`src/design/qsoe_pkg.sv`:
```
// Package for the quoted string octal escaper.
// Holds the character constants and the run type shared by the expander and serialiser.
// No dependencies.
`timescale 1ns / 1ps
`default_nettype none

package qsoe_pkg;

  // Characters that the escaper emits or tests for.
  localparam logic [7:0] QUOTE_CH     = 8'h22;
  localparam logic [7:0] BACKSLASH_CH = 8'h5C;
  localparam logic [7:0] ZERO_CH      = 8'h30;
  localparam logic [7:0] LOW_PRINT    = 8'h20;
  localparam logic [7:0] HIGH_PRINT   = 8'h7E;

  // Longest output run caused by one input transaction.
  localparam int unsigned RUN_MAX = 6;
  localparam int unsigned RUN_IW  = $clog2(RUN_MAX);

  // One expanded run: the bytes in output order and how many are used.
  typedef struct packed {
    logic [RUN_MAX-1:0][7:0] bytes;
    logic [RUN_IW-1:0]       count;
  } run_t;

endpackage

`default_nettype wire

```
`src/design/quoted_string_octal_escaper_top.sv`:
```
// Top level of the quoted string octal escaper: input register, expander and serialiser.
// Depends on qsoe_pkg, qsoe_expand and qsoe_serial.
// The block takes one string byte per input transaction and emits one output byte per
// cycle while out_ready is high, from one to six per input (opening quote, one, two or
// four escaped bytes, closing quote); out_last_of_run marks each input's final byte.
// Throughput is set by the single-byte output port; printable bytes other than quote and
// backslash, not first or last of a string, flow at one input per cycle while out_ready
// is high. Output bytes come from the serialiser's run buffer, loaded from the input
// register, which takes a new input while the serialiser still drains the previous run.
`timescale 1ns / 1ps
`default_nettype none

module quoted_string_octal_escaper_top
  import qsoe_pkg::*;
(
  input  wire logic       clk,
  input  wire logic       rst_n,
  input  wire logic       in_valid,
  output logic            in_ready,
  input  wire logic [7:0] in_byte,
  input  wire logic       in_first_of_string,
  input  wire logic       in_last_of_string,
  input  wire logic       in_empty_string,
  output logic            out_valid,
  input  wire logic       out_ready,
  output logic [7:0]      out_byte,
  output logic            out_last_of_run
);

  logic       vld_r;
  logic       vld_nxt;
  logic [7:0] byte_r;
  logic       first_r;
  logic       last_r;
  logic       empty_r;
  run_t       run;
  logic       run_ready;

  // Input register: refills whenever it is empty or its contents move on.
  assign in_ready = !vld_r || run_ready;

  always_comb begin
    vld_nxt = vld_r;
    if (in_ready) begin
      vld_nxt = in_valid;
    end
  end

  always_ff @(posedge clk) begin
    if (!rst_n) begin
      vld_r <= 1'b0;
    end else begin
      vld_r <= vld_nxt;
    end
  end

  always_ff @(posedge clk) begin
    if (in_valid && in_ready) begin
      byte_r  <= in_byte;
      first_r <= in_first_of_string;
      last_r  <= in_last_of_string;
      empty_r <= in_empty_string;
    end
  end

  qsoe_expand u_expand (
    .byte_i  (byte_r),
    .first_i (first_r),
    .last_i  (last_r),
    .empty_i (empty_r),
    .run_o   (run)
  );

  qsoe_serial u_serial (
    .clk             (clk),
    .rst_n           (rst_n),
    .run_valid_i     (vld_r),
    .run_i           (run),
    .run_ready_o     (run_ready),
    .out_valid       (out_valid),
    .out_ready       (out_ready),
    .out_byte        (out_byte),
    .out_last_of_run (out_last_of_run)
  );

endmodule

`default_nettype wire

```
`src/design/qsoe_expand.sv`:
```
// Expander: turns one registered input transaction into its run of output bytes.
// Purely combinational; depends on qsoe_pkg.
`timescale 1ns / 1ps
`default_nettype none

module qsoe_expand
  import qsoe_pkg::*;
(
  input  wire logic [7:0] byte_i,
  input  wire logic       first_i,
  input  wire logic       last_i,
  input  wire logic       empty_i,
  output run_t            run_o
);

  logic [3:0][7:0]   esc;
  logic [2:0]        esc_len;
  logic [RUN_IW-1:0] pos;
  logic [RUN_IW-1:0] slot;

  // Escaped form of the byte alone.
  always_comb begin
    esc = {4{8'h00}};
    if (byte_i == QUOTE_CH || byte_i == BACKSLASH_CH) begin
      esc[0]  = BACKSLASH_CH;
      esc[1]  = byte_i;
      esc_len = 3'd2;
    end else if (byte_i < LOW_PRINT || byte_i > HIGH_PRINT) begin
      esc[0]  = BACKSLASH_CH;
      esc[1]  = ZERO_CH | {6'd0, byte_i[7:6]};
      esc[2]  = ZERO_CH | {5'd0, byte_i[5:3]};
      esc[3]  = ZERO_CH | {5'd0, byte_i[2:0]};
      esc_len = 3'd4;
    end else begin
      esc[0]  = byte_i;
      esc_len = 3'd1;
    end
  end

  // Place the escaped bytes after an optional opening quote. Every unused
  // slot holds a quote, so a closing quote lands in place by itself.
  always_comb begin
    run_o.bytes = {RUN_MAX{QUOTE_CH}};
    pos         = first_i ? RUN_IW'(1) : RUN_IW'(0);
    slot        = '0;
    if (empty_i) begin
      run_o.count = RUN_IW'(2);
    end else begin
      for (int i = 0; i < 4; i++) begin
        slot = pos + RUN_IW'(i);
        if (3'(i) < esc_len) begin
          run_o.bytes[slot] = esc[i];
        end
      end
      run_o.count = pos + RUN_IW'(esc_len) + (last_i ? RUN_IW'(1) : RUN_IW'(0));
    end
  end

endmodule

`default_nettype wire

```
`src/design/qsoe_serial.sv`:
```
// Serialiser: holds one expanded run and hands it out one byte per output transaction.
// Takes the next run in the cycle its last byte is taken; depends on qsoe_pkg.
`timescale 1ns / 1ps
`default_nettype none

module qsoe_serial
  import qsoe_pkg::*;
(
  input  wire logic       clk,
  input  wire logic       rst_n,
  input  wire logic       run_valid_i,
  input  run_t            run_i,
  output logic            run_ready_o,
  output logic            out_valid,
  input  wire logic       out_ready,
  output logic [7:0]      out_byte,
  output logic            out_last_of_run
);

  run_t              run_r;
  logic              busy_r;
  logic              busy_nxt;
  logic [RUN_IW-1:0] idx_r;
  logic [RUN_IW-1:0] idx_nxt;
  logic              load;

  assign out_valid       = busy_r;
  assign out_byte        = run_r.bytes[idx_r];
  assign out_last_of_run = (idx_r == run_r.count - RUN_IW'(1));

  // A new run may enter when the buffer is empty or its final byte leaves now.
  assign run_ready_o = !busy_r || (out_ready && out_last_of_run);
  assign load        = run_ready_o && run_valid_i;

  always_comb begin
    busy_nxt = busy_r;
    idx_nxt  = idx_r;
    if (load) begin
      busy_nxt = 1'b1;
      idx_nxt  = '0;
    end else if (busy_r && out_ready) begin
      if (out_last_of_run) begin
        busy_nxt = 1'b0;
      end else begin
        idx_nxt = idx_r + RUN_IW'(1);
      end
    end
  end

  // Control state.
  always_ff @(posedge clk) begin
    if (!rst_n) begin
      busy_r <= 1'b0;
      idx_r  <= '0;
    end else begin
      busy_r <= busy_nxt;
      idx_r  <= idx_nxt;
    end
  end

  // Run buffer.
  always_ff @(posedge clk) begin
    if (load) begin
      run_r <= run_i;
    end
  end

endmodule

`default_nettype wire

```
`config.mk`:
```
export PLATFORM = sky130hd
export DESIGN_NAME = quoted_string_octal_escaper_top
export DESIGN_NICKNAME = d
export VERILOG_FILES = /design/src/design/qsoe_pkg.sv /design/src/design/quoted_string_octal_escaper_top.sv /design/src/design/qsoe_expand.sv /design/src/design/qsoe_serial.sv
export SDC_FILE = /design/constraint.sdc
export NUM_CORES = 1
export LEC_CHECK = 0
export BUFFER_PORTS_ARGS = -buffer_cell sky130_fd_sc_hd__buf_2
export CORE_UTILIZATION = 40
export CTS_CLUSTER_DIAMETER = 50
export DETAILED_ROUTE_END_ITERATION = 8
export MAX_ROUTING_LAYER = met4
export SLEW_MARGIN = 30
export SYNTH_ARGS = -nofsm -noshare
export SYNTH_HDL_FRONTEND = slang
export SYNTH_SLANG_ARGS = --single-unit
```
`constraint.sdc`:
```
create_clock -name clk -period 2.7 [get_ports clk]
set_clock_uncertainty 0.1 [all_clocks]
set_input_delay 0.54 -clock clk [delete_from_list [all_inputs] [get_ports clk]]
set_output_delay 0.54 -clock clk [all_outputs]
set_load 0.02 [all_outputs]
```
# == After elaboration in Yosys (flattened, before gate mapping) ==
# Cells that the tools add are included.
# W data, S select, Z words.
# classes
addsub,7
n_mul,0
div,0
n_lt_le_gt_ge,15
n_eq_ne,3
n_shift,0
mux,31
n_bitwise,5
n_reduce_logical,19
# ops
cell,n
$mux W48,7
$bwmux W48,3
$demux W8 S3,4
$mux W8,6
$and A36 B36 Y36,1
$bmux W8 S3,1
$mux W22,1
$lt A3 B4 Y1 const B,5
$mux W16,1
$mux W14,1
$ge A3 B1 Y1 const B,4
$not A12 Y12,1
$or A12 B12 Y12,1
$eq A8 B6 Y1 const B,1
$eq A8 B7 Y1 const B,1
$gt A8 B7 Y1 const B,1
$logic_and A1 B1 Y1,8
$lt A8 B6 Y1 const B,1
$add A3 B1 Y3 const B,2
$add A3 B2 Y3 const B,2
$add A3 B3 Y3,2
$lt A1 B3 Y1 const A,2
$lt A2 B3 Y1 const A,2
$mux W3,2
9 further kinds,20
# word_totals
regBits,67
latch_bits,0
ramBits,0
romBits,0
input_bits,15
out_inout_bits,11
elab_cells,94
mem_count,0

# == Depth between registers and ports, before layout ==
# Gate-level depths: netlist of run 1.
# depth
word_depth,17
mapped_depth,8
mapped_depth_nobuf,7

# == Hierarchy ==
# Synthesis of run 1 repeated with hierarchy kept, for this count alone.
# hier_totals
hier_cells,229
area_unflattened_um2,3210.6
# by_module_without_submodules
mod,n_inst,cells_per_inst,area_each_um2
qsoe_serial,1,121,2230.9
qsoe_expand,1,92,591.8
quoted_string_octal_escaper_top,1,16,387.9

# == Worst setup path after synthesis of run 1 ==
# No wires, ideal clock.
# synth_path
path_type,register -> register
from,reg u_serial.run_r[0] (netlist bit)
to,reg u_serial.idx_r[2]
setup_time_ns,0.119
arrival_time_ns,2.559
t_required_ns,2.481
path_slack_ns,-0.078
stages_incl_launch_ff,8
path_cell_list,edfxtp_1 inv_1 ha_1 xnor2_1 o41ai_2 and2_1 nand2b_4 nor2_1
# synth_via
elab_chain_cells,6
word_cells_on_any_way,8
cone_classes,add/sub: 1; eq/ne: 1; bitwise: 1; reduce/logical: 5
# synth_lines
item,line_no,rtl
from (decl),qsoe_serial.sv:20,run_t run_r;
from (signal assigned),qsoe_serial.sv:64,run_r <= run_i;
$sub A3 B1 Y3 (*),qsoe_serial.sv:29,assign out_last_of_run = (idx_r == run_r.count - RUN_IW'(1));
$eq A3 B3 Y1 (*),qsoe_serial.sv:29,
$logic_and A1 B1 Y1,qsoe_serial.sv:32,assign run_ready_o = !busy_r || (out_ready && out_last_of_run);
$logic_or A1 B1 Y1,qsoe_serial.sv:32,
$logic_and A1 B1 Y1,qsoe_serial.sv:33,assign load = run_ready_o && run_valid_i;
$reduce_or A2 Y1 (no line),-,
to (signal assigned),qsoe_serial.sv:57,idx_r <= idx_nxt;
to (decl),qsoe_serial.sv:23,logic [RUN_IW-1:0] idx_r;
# Every way passes the cells marked *; elsewhere a longest branch is shown, timed or not.
# A chain may end at the register's enable or synchronous reset.

# == Final worst setup path of run 1 ==
# layout_path
from,reg u_serial.run_r[0] (netlist bit)
to,out in_ready
# layout_via
elab_chain_cells,5
# layout_lines
item,line_no,rtl
$sub A3 B1 Y3,qsoe_serial.sv:29,
$eq A3 B3 Y1,qsoe_serial.sv:29,
$logic_and A1 B1 Y1,qsoe_serial.sv:32,
$logic_or A1 B1 Y1,qsoe_serial.sv:32,
$logic_or A1 B1 Y1,quoted_string_octal_escaper_top.sv:40,assign in_ready = !vld_r || run_ready;
to (decl),quoted_string_octal_escaper_top.sv:19,"output logic in_ready,"
# No other way between the ends.

==> results of run 1 <==
routing by layer:
metal	vias to the layer above	track usage, %	routed length [um]
li1	812	-	-
met1	735	19.20	2063
met2	27	23.80	2005
met3	6	3.297	143
met4	0	5.789	68
met5	-	-	0
layout by cell type, fill, tap and decap left out, types with 2 or more instances in the layout:
| cell type | synthesis | final |
|---|---|---|
| conb_1 | 2 | 5 |
| mux2_2 | 2 | 2 |
| edfxtp_1 | 48 | 48 |
| and2_1 | 4 | 3 |
| xnor2_1 | 5 | 5 |
| nand2b_1 | 2 | 2 |
| nand2_1 | 14 | 14 |
| o21a_1 | 3 | 3 |
| a21oi_1 | 10 | 10 |
| a21oi_2 | 2 | 2 |
| and3_1 | 3 | 3 |
| nor3_1 | 4 | 4 |
| clkbuf_8 | 1 | 5 |
| buf_4 | 0 | 6 |
| ha_1 | 3 | 3 |
| o21ai_0 | 5 | 5 |
| nor2b_1 | 4 | 4 |
| mux4_2 | 2 | 2 |
| o22ai_1 | 3 | 3 |
| buf_2 | 2 | 25 |
| dfxtp_1 | 5 | 5 |
| mux2i_1 | 13 | 13 |
| inv_1 | 11 | 11 |
| a211oi_1 | 2 | 2 |
| nor2_1 | 30 | 30 |
stage by stage:
stage	instance area, sq um	worst slack [ps]	cells	util (%)
finish	2932	126.3	318	48.09
floorplan	2600	349.6	211	-
global placement	2811	396.5	308	46.12
CTS	2905	82.27	316	47.66
global route	2932	23.79	318	48.09
detailed placement	2811	347.3	308	46.12
worst max-delay path by stage:
stage | startpoint | end | slack (ps) | cells past startpoint
global route | u_serial.run_r[0] | in_ready | 20 | 7
global placement | u_serial.run_r[0] | empty_r | 400 | 7
detailed placement | u_serial.run_r[0] | byte_r[0] | 350 | 7
floorplan | u_serial.run_r[0] | u_serial.idx_r[2] | 350 | 7
finish | u_serial.run_r[0] | in_ready | 130 | 7
CTS | u_serial.run_r[0] | in_ready | 80 | 7
where the power goes:
| group | switching, W | internal, W |
|---|---|---|
| sequential | 0.0000353 | 0.000944 |
| clock | 0.000274 | 0.000188 |
| combinational | 0.000105 | 0.0000807 |
| total | 0.000415 | 0.00121 |
kinds of logic (layout without fill, tap and decap cells):
family,count (synthesis),in the layout,synth area share [%]
muxes,17,17,7.640
DFF,53,53,59.57
adders and majority gates,4,4,2.225
other,2,5,0.2902
and+or+nand+nor,72,72,14.56
AOI/OAI and AO/OA,34,34,9.140
xor gates and xnor gates,6,6,2.611
buffers and inverters,20,52,3.965
synth_stat cells, types with 2 or more instances:
master / n / share of area, %
edfxtp_1: 48 / 56
nor2_1: 30 / 4.4
nand2_1: 14 / 2.0
mux2i_1: 13 / 5.0
inv_1: 11 / 1.6
a21oi_1: 10 / 1.9
dfxtp_1: 5 / 3.9
o21ai_0: 5 / 0.97
xnor2_1: 5 / 1.7
and2_1: 4 / 0.97
nor2b_1: 4 / 0.97
nor3_1: 4 / 0.77
and3_1: 3 / 0.73
buf_1: 3 / 0.44
ha_1: 3 / 1.5
o21a_1: 3 / 0.87
o22ai_1: 3 / 0.73
a211oi_1: 2 / 0.58
a21oi_2: 2 / 0.68
buf_2: 2 / 0.39
buf_6: 2 / 0.87
conb_1: 2 / 0.29
mux2_2: 2 / 0.87
mux4_2: 2 / 1.7
nand2b_1: 2 / 0.48
what timing repair did:
item                                    4_1_cts  5_1_grt
endpoints found under the setup margin        0        1
resized for setup                             0        1
setup buffers                                 0        2
registers in the layout, summed over array words and instances (netlist names):
register and cells:
u_serial.idx_r 3, empty_r 1, u_serial.out_valid 1, byte_r 8, u_serial.run_r 37, last_r 1, first_r 1, vld_r 1
worst max-delay path, stage by stage (launching register included):
cell	delay, ps
edfxtp_1	390
inv_1	70
ha_1	180
xor3_1	290
o41ai_4	370
nor2_1	90
inv_1	70
buf_2	160
layout make-up:
| type | count | area [sq um] | share of cell area, % |
|---|---|---|---|
| multi-input combinational | 138 | 967.2 | 32.99 |
| tap | 75 | 93.84 | 3.201 |
| clock buffer | 5 | 68.82 | 2.347 |
| clock inverter | 3 | 25.02 | 0.8536 |
| inverter | 12 | 45.04 | 1.536 |
| timing repair buffer | 32 | 190.2 | 6.487 |
| sequential | 53 | 1541 | 52.58 |
==> summary.txt, run 1 <==
Status: finished, final reports clean
Startpoint types: register
CTS Buffer Depth: 2
Detailed Route Iter0 Violations: 67
Clk slew on worst S/H paths: 90 ps
Die height: 82.43 um
Sequential area share after synthesis: 59.57%
Max IR drop VDD: 0.2550 mV
Std cell rows: 28
Residual DRC: 0
H-tree depth: 2
Final Hold Viols: 0
Avg Cell Area, Syn: 12.44 sq um
First-pass DRT Iterations: 4
Min-Delay Endpoint: byte_r[2]
#FFs+latches synth: 53
Number of global-route vias before repair: 1504
Final period util: 95.32%
Pin count of the biggest net entering global routing: 39
Number of unique standard cell types used by synthesis: 49
# Max-Cap Violations: 0
Fin nets: 261
Routed via count: 1580
First-pass GRT wire length: 7.238 mm
Fillcell total: 582
Cell count after synthesis: 208
CTS tree: yes
Die area: 0.006795 sq mm
Crit Path Class: register to output pin
Crit. End Element: output pin
Post-synth EDFFs: 48
Leak: 1.101 nW
Worst R2R End: u_serial.run_r[0]
Initial antenna violation count: 0
Drt wl/cell: 13.46 um
Max-slew violations: 0
Root Driver: clkbuf_8
Ant. Diodes: 0
Hold Crit Start: in_byte[2]
CP required: 2060 ps
Worst skew pair latency: 310 ps
Post-Route Setup TNS: 0 ps
Final Wtd Congestion: 0.8024
CTS Buf Count: 5
Number of hold buffers added after CTS: 0
IO buf count: 25
GRT overflow: 0
Final ANT Viol Nets: 0
Synth warn: 0
DP HPWL: 3.047 mm
R2r setup slk: 350 ps
Relative slew slack: 51.60%
Power Density: 555.0 mW/mm^2
Core region area: 0.006096 sq mm
Minimum clock period: 2574 ps
Area growth syn-to-layout: 13.30%
I/O pin count: 26
Routed Wire Length: 4.281 mm
Sink Count: 53
Vias/cell: 4.969
Power Total: 0.001627 W
Hold path depth: 1
Total Routing Usage GR: 15.16%
Worst r2r src: byte_r[5]
Unrepaired setup endpoints after global routing: no
Worst reg2reg path depth: 6
Async set or reset register ratio after synthesis: 0%
CP Max Fanout: 2
Worst hold path class: primary input to register
Chip Width: 82.43 um
Main synth FF type: edfxtp_1
Final setup fails: 0
Max frequency: 388.5 MHz
Least-Margin Pin Slew: 726.0 ps
Share of cells above drive strength 1: 23.46%
Synthesized area: 0.002587 sq mm
Worst hold slack: 300.3 ps
Initial Util: 42.45%
Worst EP arrival: 1930 ps
No activity file was read; power rests on OpenSTA's default activity.
==> run 2: changes to the inputs <==
--- a/config.mk
+++ b/config.mk
@@ -5,6 +5,7 @@
 export SDC_FILE = /design/constraint.sdc
 export NUM_CORES = 1
 export LEC_CHECK = 0
+export ABC_AREA = 1
 export BUFFER_PORTS_ARGS = -buffer_cell sky130_fd_sc_hd__buf_2
 export CORE_UTILIZATION = 40
 export CTS_CLUSTER_DIAMETER = 50
==> summary.txt, run 2 <==
Sink Count: 53 (unchanged)
GRT overflow: 0 (unchanged)
Ant. Diodes: 0 (unchanged)
Routed Wire Length: 5.127 mm (+20%)
DP HPWL: 3.820 mm (+25%)
Die area: 0.007035 sq mm (+3.5%)
Cell count after synthesis: 281 (+35%)
Largest register FFs: 37 (unchanged)
Post-synth EDFFs: 48 (unchanged)
Residual DRC: 3 (+3)
Avg Cell Area, Syn: 9.542 sq um (-23%)
Total Routing Usage GR: 16.89% (+1.7 points)
Fin nets: 333 (+28%)
H-tree depth: 2 (unchanged)
First-pass DRT Iterations: 6 (+2)
Status: finished with violations
Worst EP arrival: 1690 ps (-240 ps)
Number of global-route vias before repair: 1824 (+21%)
Synthesized area: 0.002681 sq mm (+3.6%)
Sequential area share after synthesis: 57.49% (-2.1 points)
Drt wl/cell: 13.11 um (-2.6%)
Startpoint types: register
Max frequency: 429.0 MHz (+10%)
CP required: 2060 ps (about the same)
#FFs+latches synth: 53 (unchanged)
Leak: 1.254 nW (+14%)
Root Driver: clkbuf_8
Worst skew pair latency: 300 ps (about the same)
Commonest non-fill, non-tap cell in the layout: nand2_1
Area growth syn-to-layout: 11.25%
Max IR drop VDD: 0.1903 mV (-25%)
Crit Path Class: register to output pin
Vias/cell: 4.849 (-2.4%)
First-pass GRT wire length: 9.039 mm (+25%)
CTS resizes: 0 (unchanged)
Largest regs: u_serial.run_r: 37 flops, byte_r: 8 flops, u_serial.idx_r: 3 flops
Clk slew on worst S/H paths: 80 ps (about the same)
Power Density: 534.1 mW/mm^2 (-3.8%)
CTS Buffer Depth: 2 (unchanged)
CTS Buf Count: 5 (unchanged)
CTS tree: yes
Highest metal used: met4
Largest cells by area after synthesis: edfxtp_1 54%, nand2_1 9.0%, nor2_1 5.2%, dfxtp_1 3.7%, inv_1 3.6%
Top cells by count, synth: 64 x nand2_1, 48 x edfxtp_1, 37 x nor2_1, 26 x inv_1, 18 x nand3_1
Finished Core Util: 46.44% (-1.6 points)
Final ANT Viol Nets: 0 (unchanged)
Least-Margin Pin Slew: 558.2 ps (-167.8 ps)
Async set or reset register ratio after synthesis: 0% (unchanged)
Chip Width: 83.88 um (+1.8%)
Storage element area: 0.001541 sq mm (unchanged)
Fillcell total: 610 (+4.8%)
Worst hold path class: primary input to register
Commonest cells after routing, fill and taps aside: 64 x nand2_1, 48 x edfxtp_1, 37 x nor2_1
I/O pin count: 26 (unchanged)
Footprint of the multi-input gates: 965.9 sq um (-0.13%)
Top-count cell post-synth: nand2_1
Final Wtd Congestion: 0.8863 (+10%)
Std cell rows: 29 (+3.6%)
Post-Route Setup TNS: 0 ps (unchanged)
Violated checks: DRC
Routed via count: 1896 (+20%)
CP Max Fanout: 3 (+1)
Relative slew slack: 62.39% (+11 points)
Final setup fails: 0 (unchanged)
Routed length on met2: 2.275 mm (+13%)
Minimum clock period: 2331 ps (-242.8 ps)
Initial antenna violation count: 0 (unchanged)
Number of unique standard cell types used by synthesis: 30 (-39%)
CP max stage cell: edfxtp_1
Core region area: 0.006422 sq mm (+5.4%)
Pin count of the biggest net entering global routing: 38 (-2.6%)
Postcts setup bufs: 0 (unchanged)
Max-slew violations: 0 (unchanged)
Final Hold Viols: 0 (unchanged)
# Max-Cap Violations: 0 (unchanged)
Die height: 83.88 um (+1.8%)
Number of hold buffers added after CTS: 0 (unchanged)
Unrepaired setup endpoints after global routing: no
Met3 wire length: 160 um (+12%)
Initial Util: 41.75% (-0.70 points)
Delay-heaviest family, CP: simple AND/OR/NAND/NOR gates
Post-synth top area share: 53.76% (-1.9 points)
Share of cells above drive strength 1: 20.38% (-3.1 points)
Largest Register: u_serial.run_r
Buffers plus inverters on the worst setup path: 2 (-1)
DRT met1 WL: 2.560 mm (+24%)
Crit. End Element: output pin
Final period util: 86.33% (-9.0 points)
Worst path cell trace: inv_1, ha_1, nand2_1, nand2_4, nor2_8, nand3_2, nand3_1, buf_2
Synth warn: 0 (unchanged)
Main synth FF type: edfxtp_1
Peak per-stage delay on the critical path: 380 ps (about the same)
Largest area contributor in the netlist: edfxtp_1
IO buf count: 25 (unchanged)
Detailed Route Iter0 Violations: 122 (+82%)
-- run 2: changes by cell type after synthesis, sizes merged, moves of 4 or more --
cell,delta
o21ai,+11
inv,+26
nor2b,-4
mux2i,-13
xnor2,-5
nand3,+17
nor2,+12
and3,-4
nand2,+61
buf,-4
and2,-4
-- run 2: final timing paths --
check	endpoint	slack, ps	from	cells after the start
setup / recovery	in_ready	370	u_serial.run_r[0]	8
hold reg to reg	u_serial.out_valid	380	vld_r	2
setup reg to reg	byte_r[5]	660	u_serial.run_r[0]	9
hold / removal	byte_r[0]	320	in_byte[0]	1
-- run 2: cells by family (layout without fill, tap and decap cells) --
family	Yosys count	count (layout)	share of synthesized area (%)
DFF	53	53	57.49
other	2	5	0.2801
adders and majority gates	4	4	2.147
buffers and inverters	43	73	6.906
and+or+nand+nor	143	143	25.25
xor gates and xnor gates	1	1	0.3267
AOI/OAI and AO/OA	35	35	7.606
-- run 2: per-layer routing --
| layer | global-route usage, % | vias to the layer above |
|---|---|---|
| met5 | - | - |
| met4 | 6.740 | 0 |
| met3 | 3.066 | 11 |
| met2 | 24.74 | 42 |
| met1 | 23.32 | 850 |
| li1 | - | 993 |
-- run 2: layout make-up --
| cell class | instances | area share (%) |
|---|---|---|
| multi-input combinational | 188 | 32.38 |
| clock inverter | 1 | 0.1258 |
| clock buffer | 6 | 2.433 |
| sequential | 53 | 51.68 |
| tap | 77 | 3.230 |
| timing repair buffer | 28 | 5.369 |
| inverter | 38 | 4.782 |
-- run 2: stage by stage --
| step | cells | area, sq um | worst slack, ps | total power, W | hold WS, ps |
|---|---|---|---|---|---|
| finish | 391 | 2983 | 369.1 | 0.001593 | 316.7 |
| floorplan | 284 | 2693 | 274.3 | 0.001138 | 340.3 |
| detailed placement | 384 | 2907 | 622.8 | 0.001205 | 361.7 |
| global placement | 384 | 2907 | 681.7 | 0.001201 | 352.9 |
| CTS | 391 | 2983 | 341.8 | 0.001609 | 303.8 |
| global route | 391 | 2983 | 230.0 | 0.001673 | 295.8 |
-- run 2: power by group --
part	total (W)	internal [W]	switching, W	leakage, nW
sequential	0.000974	0.000946	0.0000275	0.481
combinational	0.000211	0.0000719	0.000139	0.734
clock	0.000408	0.000175	0.000233	0.0387
